--- config.mk ---
export PLATFORM = sky130hd
export DESIGN_NAME = pss_palette
export DESIGN_NICKNAME = d
export VERILOG_FILES = /design/src/sv/pss_pkg.sv /design/src/sv/pss_palette.sv
export SDC_FILE = /design/constraint.sdc
export NUM_CORES = 2
export LEC_CHECK = 0
export BUFFER_PORTS_ARGS = -buffer_cell sky130_fd_sc_hd__buf_2
export CAP_MARGIN = 20
export CORE_AREA = 2 2 644 582
export CTS_CLUSTER_SIZE = 14
export DETAILED_ROUTE_END_ITERATION = 8
export DIE_AREA = 0 0 646 584
export GPL_TIMING_DRIVEN = 0
export PLACE_DENSITY = 0.68
export SETUP_SLACK_MARGIN = 0.3
export SYNTH_ARGS = -nofsm -noshare
export SYNTH_HDL_FRONTEND = slang
export SYNTH_SLANG_ARGS = --single-unit
--- constraint.sdc ---
create_clock -name clk -period 2.7 [get_ports clk]
set_input_delay 0.135 -clock clk [delete_from_list [all_inputs] [get_ports clk]]
set_output_delay 0.135 -clock clk [all_outputs]
set_load 0.02 [all_outputs]
--- src/sv/pss_pkg.sv ---
// pss_pkg: shared constants, item types, state encoding and helper functions
// for the packed sprite store with palette
// no dependencies
package pss_pkg;

    localparam int MAX_WIDTH   = 128;
    localparam int MAX_HEIGHT  = 128;
    localparam int PAL_DEPTH   = 256;
    localparam int STORE_BYTES = MAX_WIDTH * MAX_HEIGHT;
    localparam int ADDR_W      = $clog2(STORE_BYTES);
    localparam int PAL_IDX_W   = $clog2(PAL_DEPTH);
    localparam int PAL_CNT_W   = PAL_IDX_W + 1;
    // y * stride + byte offset: 8x8 product plus an 8-bit offset
    localparam int LOC_W       = 17;

    // item kinds
    localparam logic [1:0] KIND_WRITE   = 2'd0;
    localparam logic [1:0] KIND_PALETTE = 2'd1;
    localparam logic [1:0] KIND_READ    = 2'd2;

    // configuration register indexes
    localparam logic [1:0] CFG_DEPTH  = 2'd0;
    localparam logic [1:0] CFG_WIDTH  = 2'd1;
    localparam logic [1:0] CFG_HEIGHT = 2'd2;

    typedef struct packed {
        logic [1:0]  kind;
        logic [7:0]  pixel_x;
        logic [7:0]  pixel_y;
        logic [7:0]  pen_index;
        logic [7:0]  palette_index;
        logic [15:0] palette_color;
    } in_item_t;

    typedef struct packed {
        logic [7:0]  pixel_value;
        logic [31:0] argb_color;
    } out_item_t;

    typedef enum logic [2:0] {
        ST_CLEAR,
        ST_IDLE,
        ST_RMW,
        ST_PIX,
        ST_SLOT,
        ST_MOD,
        ST_PAL
    } state_t;

    typedef struct packed {
        logic              en;
        logic              we;
        logic [ADDR_W-1:0] addr;
        logic [7:0]        wdata;
    } pix_req_t;

    typedef struct packed {
        logic                 wr;
        logic                 rd;
        logic [PAL_IDX_W-1:0] addr;
        logic [15:0]          wdata;
    } pal_req_t;

    typedef struct packed {
        logic                 start;
        logic [7:0]           dividend;
        logic [PAL_CNT_W-1:0] divisor;
    } rem_req_t;

    typedef struct packed {
        logic       busy;
        logic       done;
        logic [7:0] rem;
    } rem_rsp_t;

    // low bpp bits set
    function automatic logic [7:0] bpp_mask(input logic [1:0] mode);
        logic [7:0] m;
        unique case (mode)
            2'd0:    m = 8'h01;
            2'd1:    m = 8'h03;
            2'd2:    m = 8'h0F;
            default: m = 8'hFF;
        endcase
        return m;
    endfunction

    // rgb565 to argb8888, opaque alpha, low bits zero
    function automatic logic [31:0] expand565(input logic [15:0] c);
        return {8'hFF, c[15:11], 3'b000, c[10:5], 2'b00, c[4:0], 3'b000};
    endfunction

endpackage

--- src/sv/pss_palette.sv ---
// pss_palette: rgb565 palette memory with per-entry valid bits and used count
// depends on pss_pkg
module pss_palette (
    input  logic                          clk,
    input  logic                          rst_n,
    input  pss_pkg::pal_req_t             req,
    output logic [15:0]                   color,
    output logic [pss_pkg::PAL_CNT_W-1:0] used
);
    import pss_pkg::*;

    logic [15:0]          mem [PAL_DEPTH];
    logic [15:0]          rdata_reg;
    logic                 rvalid_reg;
    logic [PAL_DEPTH-1:0] valid_reg;
    logic [PAL_DEPTH-1:0] valid_next;
    logic [PAL_CNT_W-1:0] used_reg;
    logic [PAL_CNT_W-1:0] used_next;
    logic [PAL_CNT_W-1:0] idx_p1;

    always_ff @(posedge clk)
    begin
        if (req.wr)
        begin
            mem[req.addr] <= req.wdata;
        end
        if (req.rd)
        begin
            rdata_reg  <= mem[req.addr];
            rvalid_reg <= valid_reg[req.addr];
        end
    end

    always_comb
    begin
        idx_p1     = {1'b0, req.addr} + PAL_CNT_W'(1);
        valid_next = valid_reg;
        used_next  = used_reg;
        if (req.wr)
        begin
            valid_next[req.addr] = 1'b1;
            if (idx_p1 > used_reg)
            begin
                used_next = idx_p1;
            end
        end
    end

    always_ff @(posedge clk or negedge rst_n)
    begin
        if (!rst_n)
        begin
            valid_reg <= '0;
            used_reg  <= '0;
        end
        else
        begin
            valid_reg <= valid_next;
            used_reg  <= used_next;
        end
    end

    // never-written entries read as zero
    assign color = rvalid_reg ? rdata_reg : 16'h0000;
    assign used  = used_reg;

endmodule

==> metrics.yaml <==
status:
  outcome: "finished with violations"
  violations: "negative setup slack"
clock_network:
  cts_buffer_depth: 4
  cts.sinks: 4378
  cts_tree: "built"
  clk_pin_slew_ns: 0.07
  clk_latency_ns: 0.92
  cts_root_buf: "clkbuf_16"
  cts_buffers: 414
  htreeDepth: 5
floorplanning:
  die-area_mm2: 0.377
  die_w_um: 646
  start_util_pct: 44.9
  io_pins: 53
  dieHeight_um: 584
  core_area_mm2: 0.370
  placementRows: 212
critical_path:
  worstSetupStartpoint: "mem[111][1]"
  cp_max_fo: 1
  crit_arrival_ns: 3.69
  cp_data_required_time_ns: 3.37
  reg2reg_from: "mem[111][1]"
  endpoint_kind: "flop"
  cp-start-kind: "flop"
  criticalPathCategory: "reg -> reg"
logic_synthesis:
  synth_edf_count: 4113
  syn_area_per_cell_um2: 22.2
  async_flop_share_pct: 6.05
  syn-instance-count: 7493
  syn_area_mm2: 0.166
  synth_ff_type: "edfxtp_1"
  seq_area_frac_synth_pct: 78.3
  synth_warnings: 0
  ys_ff_latch: 4378
  synth_cell_types: 33
  synth_nets: 7534
pwr:
  ir_drop_uv: 578
  leakagePower_nw: 63.0
  finalPower_mw: 143
  power_density_mw_per_mm2: 726
sta:
  layout_min_cycle_time_ns: 3.02
  setup-violations-final: 14
  clock-skew-final_ns: 0.0396
  final_max_slew_viol_count: 0
  rsz0062_at_grt: "true"
  period_share_pct: 112
  tightestPinTransition_ns: 1.16
  finalWorstSetupSlack_ns: -0.322
  final-hold-violation-count: 0
  fmax_mhz: 331
  slew_headroom_pct: 22.4
layout:
  largest_reg_flops: 4096
  syn2layout_area_growth_pct: 18.9
  regArea_mm2: 0.130
  drive_above_1_share_pct: 38.4
  multi_input_area_mm2: 0.0380
  fillers: 27202
  layout_common_cells: "edfxtp_1, mux4_2, clkbuf_16, a22oi_1, dfrtp_1"
  nNetsFinal: 8374
  mostFrequentLayoutCell: "edfxtp_1"
drt:
  dr.pass1.iters: 8
  wl_per_cell_um: 35.5
  drc: 0
  viasPerCell: 6.35
  drtAntennaViolNets: 0
  vias: 86516
  first_iter_violations: 13414
  wirelength_mm: 484
global_route:
  grt_max_degree: 145
  grt_use_total_pct: 25.4
  grt-ovfl-total: 0
  grt_antenna_before_repair: 27
  grt_pass1_vias: 84669
  grt_pass1_wl_mm: 667
placed_design:
  preCtsSetupSlack_ns: -2.65
  post-dp-hpwl_mm: 321
  gp_congestion: 1.00
  port_buffers: 49
job:
  cap_violations: 0
worst_hold_path:
  min_from: "req[25]"
  hold_path_class: "in -> reg"
where the power goes:
part / internal (mW) / switching [mW]
clock network: 34.0 / 25.0
logic: 3.32 / 6.07
registers: 74.8 / 0.249
total: 112 / 31.4
what timing repair did:
action                                   CTS  global route
endpoints found under the hold margin   1946             0
setup buffers                             74            31
endpoints found under the setup margin  4037          1644
pin swaps                                133           107
gates cloned                               0             1
resized for setup                        825           194
hold buffers                              28             0
logic make-up (layout without fill, tap and decap cells):
family	after synthesis	in the layout	synth area share (%)
compound gates	856	856	3.43
xor+xnor	6	6	0.0316
fa+ha+maj	13	13	0.0979
buf+inv	456	1649	1.16
flops	4378	4378	78.3
mux	1097	1097	14.8
other cells	0	15	0
simple gates	687	687	2.15
area by class of cell:
class	count	share of cell area, %
Clock inverter	203	1.08
Clock buffer	566	5.88
Antenna cell	15	0.0190
Timing Repair Buffer	425	3.34
Tap cell	4922	3.12
Buffer	445	1.46
Sequential cell	4378	65.9
Inverter	10	0.0203
Multi-Input combinational cell	2659	19.2
cell usage after synthesis, drive strengths merged, types with 13 or more instances:
cell type	n	area share [%]
edfxtp	4113	74
mux4	1088	15
a22oi	544	2.5
or2	277	1.0
a21oi	275	0.83
dfrtp	265	4.0
nor2	264	0.60
clkbuf	257	0.58
buf	189	0.56
nor4	68	0.26
o22ai	34	0.13
nand3	22	0.066
and2	17	0.064
nand2	17	0.038
ha	13	0.098
per-stage QoR:
stage | instances | util (%) | hold WS (ns) | TNS [ns] | area, um2
detailed placement | 12702 | 48.1 | 0.232 | -6463.81 | 178000
finish | 13623 | 53.4 | 0.0890 | -1.54 | 198000
floorplan | 7493 | - | -0.161 | -3.38 | 167000
global placement | 12464 | 46.7 | 0.444 | - | 173000
CTS | 13572 | 53.0 | 0.0531 | -0.294 | 196000
global route | 13613 | 53.4 | 0.0706 | -0.915 | 198000
critical path, cell delays in order, from the launching register on:
cell,delay (ns)
edfxtp_1,0.38
mux4_2,0.49
a22oi_2,0.49
a21oi_1,0.45
nor4_2,0.49
o22ai_1,0.16
or2_4,0.31
metal layers:
metal	track usage, %	share of wire (%)	vias to the layer above
met5	0	0.13	-
met4	11.1	5.0	14
met3	8.94	14	1052
met2	37.7	45	6141
met1	34.0	36	45875
li1	-	-	33434
worst paths after layout:
| kind | endpoint | slack (ns) | cells after the start |
|---|---|---|---|
| worst max-delay path | rdata_reg[1] | -0.32 | 6 |
| worst max register to register | rdata_reg[1] | -0.32 | 6 |
| worst min-delay path | mem[40][14] | 0.09 | 3 |
| max in group asynchronous | valid_reg[106] | 0.93 | 4 |
| min in group asynchronous | valid_reg[221] | 0.37 | 3 |
| worst min register to register | valid_reg[86] | 0.46 | 1 |
No activity file was read; power rests on OpenSTA's default activity.
