### config.mk
export PLATFORM = sky130hd
export DESIGN_NAME = pss_rem_unit
export DESIGN_NICKNAME = d
export VERILOG_FILES = /design/src/sv/pss_pkg.sv /design/src/sv/pss_rem_unit.sv
export SDC_FILE = /design/constraint.sdc
export NUM_CORES = 1
export LEC_CHECK = 0
export ABC_AREA = 1
export BUFFER_PORTS_ARGS = -buffer_cell sky130_fd_sc_hd__buf_2
export CELL_PAD_IN_SITES_DETAIL_PLACEMENT = 1
export CELL_PAD_IN_SITES_GLOBAL_PLACEMENT = 2
export CORE_AREA = 5 5 78 80
export DETAILED_ROUTE_END_ITERATION = 7
export DIE_AREA = 0 0 83 85
export HOLD_SLACK_MARGIN = 0.1
export PLACE_DENSITY_LB_ADDON = 0.1
export SLEW_MARGIN = 20
export SYNTH_ARGS = -nofsm -noshare
export SYNTH_HDL_FRONTEND = slang
export SYNTH_SLANG_ARGS = --single-unit
### constraint.sdc
create_clock -name clk -period 2.79 [get_ports clk]
set_input_delay 0.4185 -clock clk [delete_from_list [all_inputs] [get_ports clk]]
set_output_delay 0.4185 -clock clk [all_outputs]
set_load 0.01 [all_outputs]
### src/sv/pss_pkg.sv
// pss_pkg: shared constants, item types, state encoding and helper functions
// for the packed sprite store with palette
// no dependencies
package pss_pkg;

    localparam int MAX_WIDTH   = 128;
    localparam int MAX_HEIGHT  = 128;
    localparam int PAL_DEPTH   = 256;
    localparam int STORE_BYTES = MAX_WIDTH * MAX_HEIGHT;
    localparam int ADDR_W      = $clog2(STORE_BYTES);
    localparam int PAL_IDX_W   = $clog2(PAL_DEPTH);
    localparam int PAL_CNT_W   = PAL_IDX_W + 1;
    // y * stride + byte offset: 8x8 product plus an 8-bit offset
    localparam int LOC_W       = 17;

    // item kinds
    localparam logic [1:0] KIND_WRITE   = 2'd0;
    localparam logic [1:0] KIND_PALETTE = 2'd1;
    localparam logic [1:0] KIND_READ    = 2'd2;

    // configuration register indexes
    localparam logic [1:0] CFG_DEPTH  = 2'd0;
    localparam logic [1:0] CFG_WIDTH  = 2'd1;
    localparam logic [1:0] CFG_HEIGHT = 2'd2;

    typedef struct packed {
        logic [1:0]  kind;
        logic [7:0]  pixel_x;
        logic [7:0]  pixel_y;
        logic [7:0]  pen_index;
        logic [7:0]  palette_index;
        logic [15:0] palette_color;
    } in_item_t;

    typedef struct packed {
        logic [7:0]  pixel_value;
        logic [31:0] argb_color;
    } out_item_t;

    typedef enum logic [2:0] {
        ST_CLEAR,
        ST_IDLE,
        ST_RMW,
        ST_PIX,
        ST_SLOT,
        ST_MOD,
        ST_PAL
    } state_t;

    typedef struct packed {
        logic              en;
        logic              we;
        logic [ADDR_W-1:0] addr;
        logic [7:0]        wdata;
    } pix_req_t;

    typedef struct packed {
        logic                 wr;
        logic                 rd;
        logic [PAL_IDX_W-1:0] addr;
        logic [15:0]          wdata;
    } pal_req_t;

    typedef struct packed {
        logic                 start;
        logic [7:0]           dividend;
        logic [PAL_CNT_W-1:0] divisor;
    } rem_req_t;

    typedef struct packed {
        logic       busy;
        logic       done;
        logic [7:0] rem;
    } rem_rsp_t;

    // low bpp bits set
    function automatic logic [7:0] bpp_mask(input logic [1:0] mode);
        logic [7:0] m;
        unique case (mode)
            2'd0:    m = 8'h01;
            2'd1:    m = 8'h03;
            2'd2:    m = 8'h0F;
            default: m = 8'hFF;
        endcase
        return m;
    endfunction

    // rgb565 to argb8888, opaque alpha, low bits zero
    function automatic logic [31:0] expand565(input logic [15:0] c);
        return {8'hFF, c[15:11], 3'b000, c[10:5], 2'b00, c[4:0], 3'b000};
    endfunction

endpackage

### src/sv/pss_rem_unit.sv
// pss_rem_unit: restoring remainder, one quotient bit per cycle
// depends on pss_pkg
module pss_rem_unit (
    input  logic              clk,
    input  logic              rst_n,
    input  pss_pkg::rem_req_t req,
    output pss_pkg::rem_rsp_t rsp
);
    import pss_pkg::*;

    logic                 busy_reg, busy_next;
    logic                 done_reg, done_next;
    logic [2:0]           cnt_reg, cnt_next;
    logic [PAL_CNT_W-1:0] rem_reg, rem_next;
    logic [7:0]           dvd_reg, dvd_next;
    logic [PAL_CNT_W-1:0] dvs_reg, dvs_next;
    logic [PAL_CNT_W-1:0] partial;

    always_comb
    begin
        busy_next = busy_reg;
        done_next = 1'b0;
        cnt_next  = cnt_reg;
        rem_next  = rem_reg;
        dvd_next  = dvd_reg;
        dvs_next  = dvs_reg;
        // remainder stays below divisor, so the shifted value fits
        partial   = {rem_reg[PAL_CNT_W-2:0], dvd_reg[7]};
        if (req.start)
        begin
            busy_next = 1'b1;
            cnt_next  = 3'd7;
            rem_next  = '0;
            dvd_next  = req.dividend;
            dvs_next  = req.divisor;
        end
        else if (busy_reg)
        begin
            rem_next = (partial >= dvs_reg) ? partial - dvs_reg : partial;
            dvd_next = {dvd_reg[6:0], 1'b0};
            cnt_next = cnt_reg - 3'd1;
            if (cnt_reg == 3'd0)
            begin
                busy_next = 1'b0;
                done_next = 1'b1;
            end
        end
    end

    always_ff @(posedge clk or negedge rst_n)
    begin
        if (!rst_n)
        begin
            busy_reg <= 1'b0;
            done_reg <= 1'b0;
            cnt_reg  <= '0;
        end
        else
        begin
            busy_reg <= busy_next;
            done_reg <= done_next;
            cnt_reg  <= cnt_next;
        end
    end

    always_ff @(posedge clk)
    begin
        rem_reg <= rem_next;
        dvd_reg <= dvd_next;
        dvs_reg <= dvs_next;
    end

    assign rsp.busy = busy_reg;
    assign rsp.done = done_reg;
    assign rsp.rem  = rem_reg[7:0];

endmodule

==> results of run 1 <==
==> cell usage in the layout, fill, tap and decap left out, types with 2 or more instances in the layout <==
master	netlist	final
ha_1	11	11
nand3b_1	9	9
nor2_1	8	8
clkbuf_8	0	5
nand2_2	4	4
buf_2	0	29
dfxtp_1	8	8
edfxtp_1	17	17
nand2_1	78	78
dfrtp_1	5	5
xor2_1	2	2
o21ai_0	2	2
nor2_4	2	2
inv_1	31	31
a21oi_1	7	7
nand3_1	15	15
==> layout make-up <==
| cell class | count | area, um2 | share of cell area [%] |
|---|---|---|---|
| multi-input cells | 149 | 825 | 39.7 |
| flip-flops and latches | 30 | 796 | 38.4 |
| repair buffers | 31 | 163 | 7.84 |
| inverters | 32 | 120 | 5.79 |
| well taps | 72 | 90.1 | 4.34 |
| clock buffers | 6 | 72.6 | 3.50 |
| clock inverters | 2 | 8.76 | 0.422 |
==> per-stage QoR <==
step	setup slack (ns)	instance area (um2)	util (%)	hold WS, ns
after global routing	0.744	2070	38.9	0.303
after global placement	0.901	1980	37.2	0.240
after CTS	0.849	2070	38.9	0.305
after detailed placement	0.784	1980	37.2	0.239
after floorplan	1.14	1770	-	0.123
final	0.897	2070	38.9	0.320
==> worst paths after layout <==
check                            from    endpoint  slack [ns]  depth (start not counted)
min in group asynchronous       rst_n    busy_reg        0.47                          2
max in group asynchronous       rst_n  cnt_reg[0]        2.19                          2
hold reg to reg            rem_reg[7]  rem_reg[7]        0.47                          2
hold / removal                 req[8]  dvs_reg[8]        0.32                          1
setup reg to reg             busy_reg  dvd_reg[5]        0.90                          2
setup / recovery             busy_reg  dvd_reg[5]        0.90                          2
==> cell families (layout without fill, tap and decap cells) <==
family | count (synthesis) | count (layout) | share of synthesized area (%)
fa+ha+maj | 12 | 12 | 8.92
xor+xnor | 3 | 3 | 1.49
compound gates | 12 | 12 | 3.82
simple gates | 122 | 122 | 32.4
buf+inv | 36 | 71 | 8.29
flops | 30 | 30 | 45.0
==> worst max-delay path: cells and delay by family, from the launching register on <==
family	cells	cell delay, ns
buffers and inverters	1	0.39
DFF	1	0.42
and+or+nand+nor	1	0.75
==> power by group <==
group / total (mW) / switching (mW) / leakage, nW / internal [mW]
clock network: 0.325 / 0.154 / 0.0426 / 0.171
logic: 0.738 / 0.454 / 0.762 / 0.285
registers: 0.598 / 0.0552 / 0.295 / 0.543
total: 1.66 / 0.662 / 1.10 / 0.998
==> per-layer routing <==
layer | vias to the layer above | global-route usage (%)
met5 | - | 0
li1 | 749 | -
met3 | 4 | 2.91
met1 | 666 | 14.8
met4 | 0 | 5.65
met2 | 18 | 23.3
==> timing repair <==
item / in CTS / in global routing
hold buffers: 1 / 0
endpoints found under the hold margin: 5 / 0
endpoints found under the setup margin: 0 / 0
==> summary.txt, run 1 <==
STA
  – Max-slew violation count: 0
  – Setup violators final: 0
  – Relative slew slack: 35.8%
  – Setup TNS Final: 0 ns
  – Worst Skew: 0.00484 ns
  – Tcrit/Tclk final: 67.8%
  – F_max: 528 MHz
  – Measured slew at the worst slew-check pin: 0.959 ns
  – Fin crit period: 1.89 ns
  – Final Hold Fails: 0
  – RSZ-0062 raised after global routing: no

Routing
  – DRC violations left: 0
  – Met3 Wirelength: 138 um
  – Routed length on met1: 1900 um
  – Antenna viol nets, final: 0
  – DRT iter0 DRCs: 35
  – Avg WL per Cell: 13.1 um
  – Routed vias/inst: 4.46
  – Initial DRT Pass Iterations: 4
  – DR top layer: met4
  – Final WL: 4230 um
  – Via count: 1,437
  – WL met2: 2150 um

Setup path
  – Critical Path AT: 1.83 ns
  – CP Class: reg -> reg
  – CP Launch Type: register
  – Worst Path Max Fanout: 11
  – Critical path data required time: 2.73 ns
  – Critical-path top delay cell: nor2_1
  – CP Capture Type: register
  – CP cell instances: nor2_1 -> inv_1
  – Critical path's largest stage delay: 0.75 ns

Floorplan
  – IO Pins: 30
  – Core area: 5340 um2
  – Die X: 83 um
  – FP Rows: 27
  – Die area: 7060 um2
  – Overall die height: 85 um
  – Initial Utilization: 33.1%

Clock tree
  – H-Tree Depth: 2
  – PostCTS Resize Cnt: 0
  – CTS Root Cell: clkbuf_8
  – CTS tree: done
  – CTS buffer count: 5
  – Post-CTS Setup Bufs: 0
  – Clock slew at reported path FFs: 0.06 ns
  – # clock sinks: 30
  – Clock tree buffer depth: 2
  – Clock latency at the later pin of the worst-skew pair: 0.27 ns

Finish
  – Max FFs per register: 9
  – Nets: 281
  – P&R area growth vs syn: 17.4%
  – Finished Layout Cells: 322
  – Share of layout cells above drive strength 1: 19.2%
  – Fill count: 682
  – Ant. Diodes: 0

GRT
  – Vias in the first global route: 1,576
  – Initial antenna violation count: 0
  – Largest net degree at the start of global routing: 22
  – First-pass GRT wire length: 7270 um
  – GRT overflow: 0
  – GRT Resource Usage Total: 13.0%

Synth
  – Synth cell types: 28
  – Post-synth EDFFs: 17
  – Most frequent cell after synthesis: nand2_1
  – Cell Area, Synth: 1770 um2
  – Mapped Cells: 215
  – Leading area contributor after synthesis: edfxtp_1
  – Commonest cells in the synthesized netlist: nand2_1 (78), inv_1 (31), edfxtp_1 (17)
  – Syn nets: 247
  – Post-synthesis sequential area ratio: 45.0%
  – Ys async rst share: 16.7%
  – Yosys synthesis warning count: 0
  – Top_reg_cell synth: edfxtp_1
  – Syn avg cell area: 8.22 um2
  – Synth Register Bits: 30
  – Area share of the largest cell type after synthesis: 28.9%
  – Top post-synthesis cells by area: edfxtp_1 (29%), nand2_1 (17%), dfxtp_1 (9.1%)

Pwr
  – Pwr/cell area: 801 nW/um2
  – Maximum vdd ir drop: 0.000283 V
  – Leakage: 1.10 nW
  – Tot Pwr: 1.66 mW

Place
  – Placer congestion estimate: 0.719
  – Inst Count DP: 313
  – Port Buffers: 29
  – DP HPWL: 3430 um

Status
  – Outcome: finished clean

Run
  – Max cap viols: 0

Worst hold path
  – Worst min-delay path class: in -> reg
Note: power is estimated with default switching activity, not from simulation.
==> inputs of run 2 (changes only) <==
- ABC_AREA: 1 -> 0
- CORE_AREA: 5 5 78 80 -> 5 5 80 82
- DIE_AREA: 0 0 83 85 -> 0 0 85 87
- clock period: 2.79 -> 1.69 ns (I/O delays scaled with it)
==> run 2 against run 1 <==
Against the previous run:
- the run now ends with negative setup slack left
- global-route usage increased by 1.4 points
- worst setup slack lost 1.3 ns
- clock power up 78%
- register-to-register slack got worse by 1.3 ns
- via count grew 3.5%
- critical path type unchanged
- largest power group is now sequential cells
- highest routed layer unchanged
==> summary.txt, run 2 <==
Clock tree
  – # clock sinks: 30 (unchanged)
  – H-Tree Depth: 2 (unchanged)
  – CTS tree: done
  – Clock latency at the later pin of the worst-skew pair: 0.29 ns (+0.02 ns)
  – Clock tree buffer depth: 2 (unchanged)
  – CTS Root Cell: clkbuf_8
  – Clock slew at reported path FFs: 0.07 ns (about the same)
  – CTS buffer count: 5 (unchanged)

Setup path
  – CP Class: reg -> reg
  – CP Capture Type: register
  – Critical path's largest stage delay: 0.42 ns (-0.33 ns)
  – Critical-path top delay cell: edfxtp_1
  – Top Family by Delay on Critical Path: compound AO/OA/AOI/OAI gates
  – Worst Path Max Fanout: 4 (-7)
  – Critical Path AT: 2.29 ns (+0.46 ns)
  – CP cell instances: ha_4 -> and2b_1 -> o21a_1 -> o31a_1 -> a211o_1 -> a311oi_2
  – Reg2Reg Setup Slack: -0.39 ns (-1.29 ns)
  – Worst Setup SP: dvs_reg[0]
  – CP Launch Type: register
  – Reg2Reg Launch Point: dvs_reg[0]
  – CP bufs+invs: 0 (-1)
  – Critical path data required time: 1.90 ns (-0.83 ns)

STA
  – Worst setup margin: -0.389 ns (-1.29 ns)
  – F_max: 481 MHz (-9.0%)
  – Tcrit/Tclk final: 123% (+55 points)
  – Fin crit period: 2.08 ns (+0.186 ns)
  – Relative slew slack: 74.7% (+39 points)
  – Worst Skew: 0.00603 ns (+0.00119 ns)
  – Measured slew at the worst slew-check pin: 0.376 ns (-0.582 ns)
  – RSZ-0062 raised after global routing: yes
  – Final Hold Fails: 0 (unchanged)
  – Setup violators final: 8 (+8)
  – Max-slew violation count: 0 (unchanged)

GRT
  – First-pass GRT wire length: 8130 um (+12%)
  – GRT overflow: 0 (unchanged)
  – Largest net degree at the start of global routing: 21 (-4.5%)
  – GRT Resource Usage Total: 14.4% (+1.4 points)
  – Vias in the first global route: 1,668 (+5.8%)
  – Initial antenna violation count: 0 (unchanged)

Finish
  – Multi-input combinational cell area: 1040 um2 (+26%)
  – P&R area growth vs syn: 44.4%
  – Nets: 257 (-8.5%)
  – Commonest cells after routing, fill and taps aside: buf_4 (33), buf_2 (29), edfxtp_1 (17)
  – Final instance area: 2500 um2 (+21%)
  – Commonest non-fill, non-tap cell in the layout: buf_4
  – Max FFs per register: 9 (unchanged)
  – Reg area: 800 um2 (+0.47%)
  – Fill count: 652 (-4.4%)
  – Finished Layout Cells: 301 (-6.5%)
  – Share of layout cells above drive strength 1: 53.5% (+34 points)
  – Ant. Diodes: 0 (unchanged)

Synth
  – Cell Area, Synth: 1730 um2 (-2.0%)
  – Syn avg cell area: 10.7 um2 (+30%)
  – Synth cell types: 49 (+75%)
  – Synth Register Bits: 30 (unchanged)
  – Post-synthesis sequential area ratio: 46.0% (+0.91 points)
  – Most frequent cell after synthesis: edfxtp_1
  – Syn nets: 194 (-21%)
  – Ys async rst share: 16.7% (unchanged)
  – Top post-synthesis cells by area: edfxtp_1 (29%), dfxtp_1 (9.2%), ha_1 (7.9%)
  – Commonest cells in the synthesized netlist: edfxtp_1 (17), inv_1 (14), ha_1 (11)
  – Post-synth EDFFs: 17 (unchanged)
  – Yosys synthesis warning count: 0 (unchanged)
  – Mapped Cells: 162 (-25%)
  – Leading area contributor after synthesis: edfxtp_1
  – Area share of the largest cell type after synthesis: 29.5% (+0.58 points)
  – Top_reg_cell synth: edfxtp_1

Routing
  – Initial DRT Pass Iterations: 4 (unchanged)
  – Final WL: 4980 um (+18%)
  – DRC violations left: 0 (unchanged)
  – DRT iter0 DRCs: 34 (-2.9%)
  – Avg WL per Cell: 16.5 um (+26%)
  – Routed vias/inst: 4.94 (+11%)
  – Via count: 1,487 (+3.5%)
  – Antenna viol nets, final: 0 (unchanged)

Worst hold path
  – Worst min-delay path class: in -> reg
  – Hold_sp: req[6]

Place
  – Post-DP Area: 2250 um2 (+14%)
  – Inst Count DP: 288 (-8.0%)
  – Port Buffers: 29 (unchanged)
  – DP HPWL: 3690 um (+7.5%)
  – Placer congestion estimate: 0.785 (+9.3%)
  – Worst slack, placed: -0.362 ns (-1.15 ns)

Status
  – Failing checks: negative setup slack
  – Outcome: complete, but fails checks

Floorplan
  – Overall die height: 87 um (+2.4%)
  – IO Pins: 30 (unchanged)
  – Die X: 85 um (+2.4%)
  – FP Rows: 28 (+3.7%)
  – Core area: 5680 um2 (+6.3%)
  – Initial Utilization: 30.5% (-2.6 points)
  – Die area: 7400 um2 (+4.8%)

Run
  – Max cap viols: 0 (unchanged)

Pwr
  – Pwr/cell area: 852 nW/um2 (+6.5%)
  – Tot Pwr: 2.13 mW (+28%)
  – Leakage: 1.05 nW (-4.1%)
  – Maximum vdd ir drop: 0.000432 V (+53%)
## run 2: worst register-to-register path, cell delays in order (launching register included)
cell and delay (ns):
edfxtp_1 0.42, ha_4 0.29, and2b_1 0.16, o21a_1 0.21, o31a_1 0.36, a211o_1 0.34
a311oi_2 0.22
## run 2: cells by family (layout without fill, tap and decap cells)
logic type / Yosys count / count (layout) / share of synthesized area, %
adder cells (fa/ha/maj): 12 / 12 / 9.10
buffers and inverters: 24 / 88 / 6.07
flip-flops: 30 / 30 / 46.0
AO/OA/AOI/OAI: 39 / 39 / 17.3
XOR/XNOR: 3 / 3 / 1.52
AND/OR/NAND/NOR: 47 / 47 / 15.5
multiplexers: 7 / 7 / 4.55
## run 2: power breakdown
group	switching, mW	total (mW)	internal [mW]
registers	0.0329	0.873	0.840
clock network	0.296	0.578	0.282
logic	0.334	0.681	0.347
## run 2: path summary, 6_finish.rpt
kind,end,cells past startpoint
worst max-delay path,rem_reg[4],6
worst min-delay path,dvs_reg[6],1
worst max register to register,rem_reg[4],6
worst min register to register,cnt_reg[1],2
max in group asynchronous,busy_reg,2
min in group asynchronous,cnt_reg[0],2
## run 2: timing repair
| action | CTS | global route |
|---|---|---|
| gates resized for setup | 19 | 9 |
| setup endpoints to repair | 8 | 8 |
| hold endpoints to repair | 5 | 0 |
| hold buffers | 1 | 0 |
| setup buffers | 0 | 5 |
| pin swaps | 10 | 12 |
## run 2: routing by layer
metal / routed length, um / track usage (%) / part of all wire [%]
met2: 2560 / 24.9 / 51
met5: 0 / 0 / 0
met3: 260 / 4.07 / 5.2
met4: 78 / 6.04 / 1.6
met1: 2080 / 16.6 / 42
## run 2: cell type report
| type | count | area share [%] |
|---|---|---|
| Multi-Input combinational cell | 108 | 41.6 |
| Sequential cell | 30 | 32.0 |
| Timing Repair Buffer | 65 | 17.0 |
| Tap cell | 75 | 3.75 |
| Clock buffer | 5 | 2.75 |
| Inverter | 15 | 2.25 |
| Clock inverter | 3 | 0.650 |
## run 2: metrics by stage
step | hold WS [ns] | utilization, % | TNS, ns
6_report | 0.137 | 44.1 | -2.50
5_1_grt | 0.126 | 44.1 | -3.06
4_1_cts | 0.122 | 42.8 | -2.24
3_5_place_dp | 0.0815 | 39.7 | -2.37
3_3_place_gp | 0.0743 | 39.7 | -1.90
2_1_floorplan | -0.0421 | - | -0.748
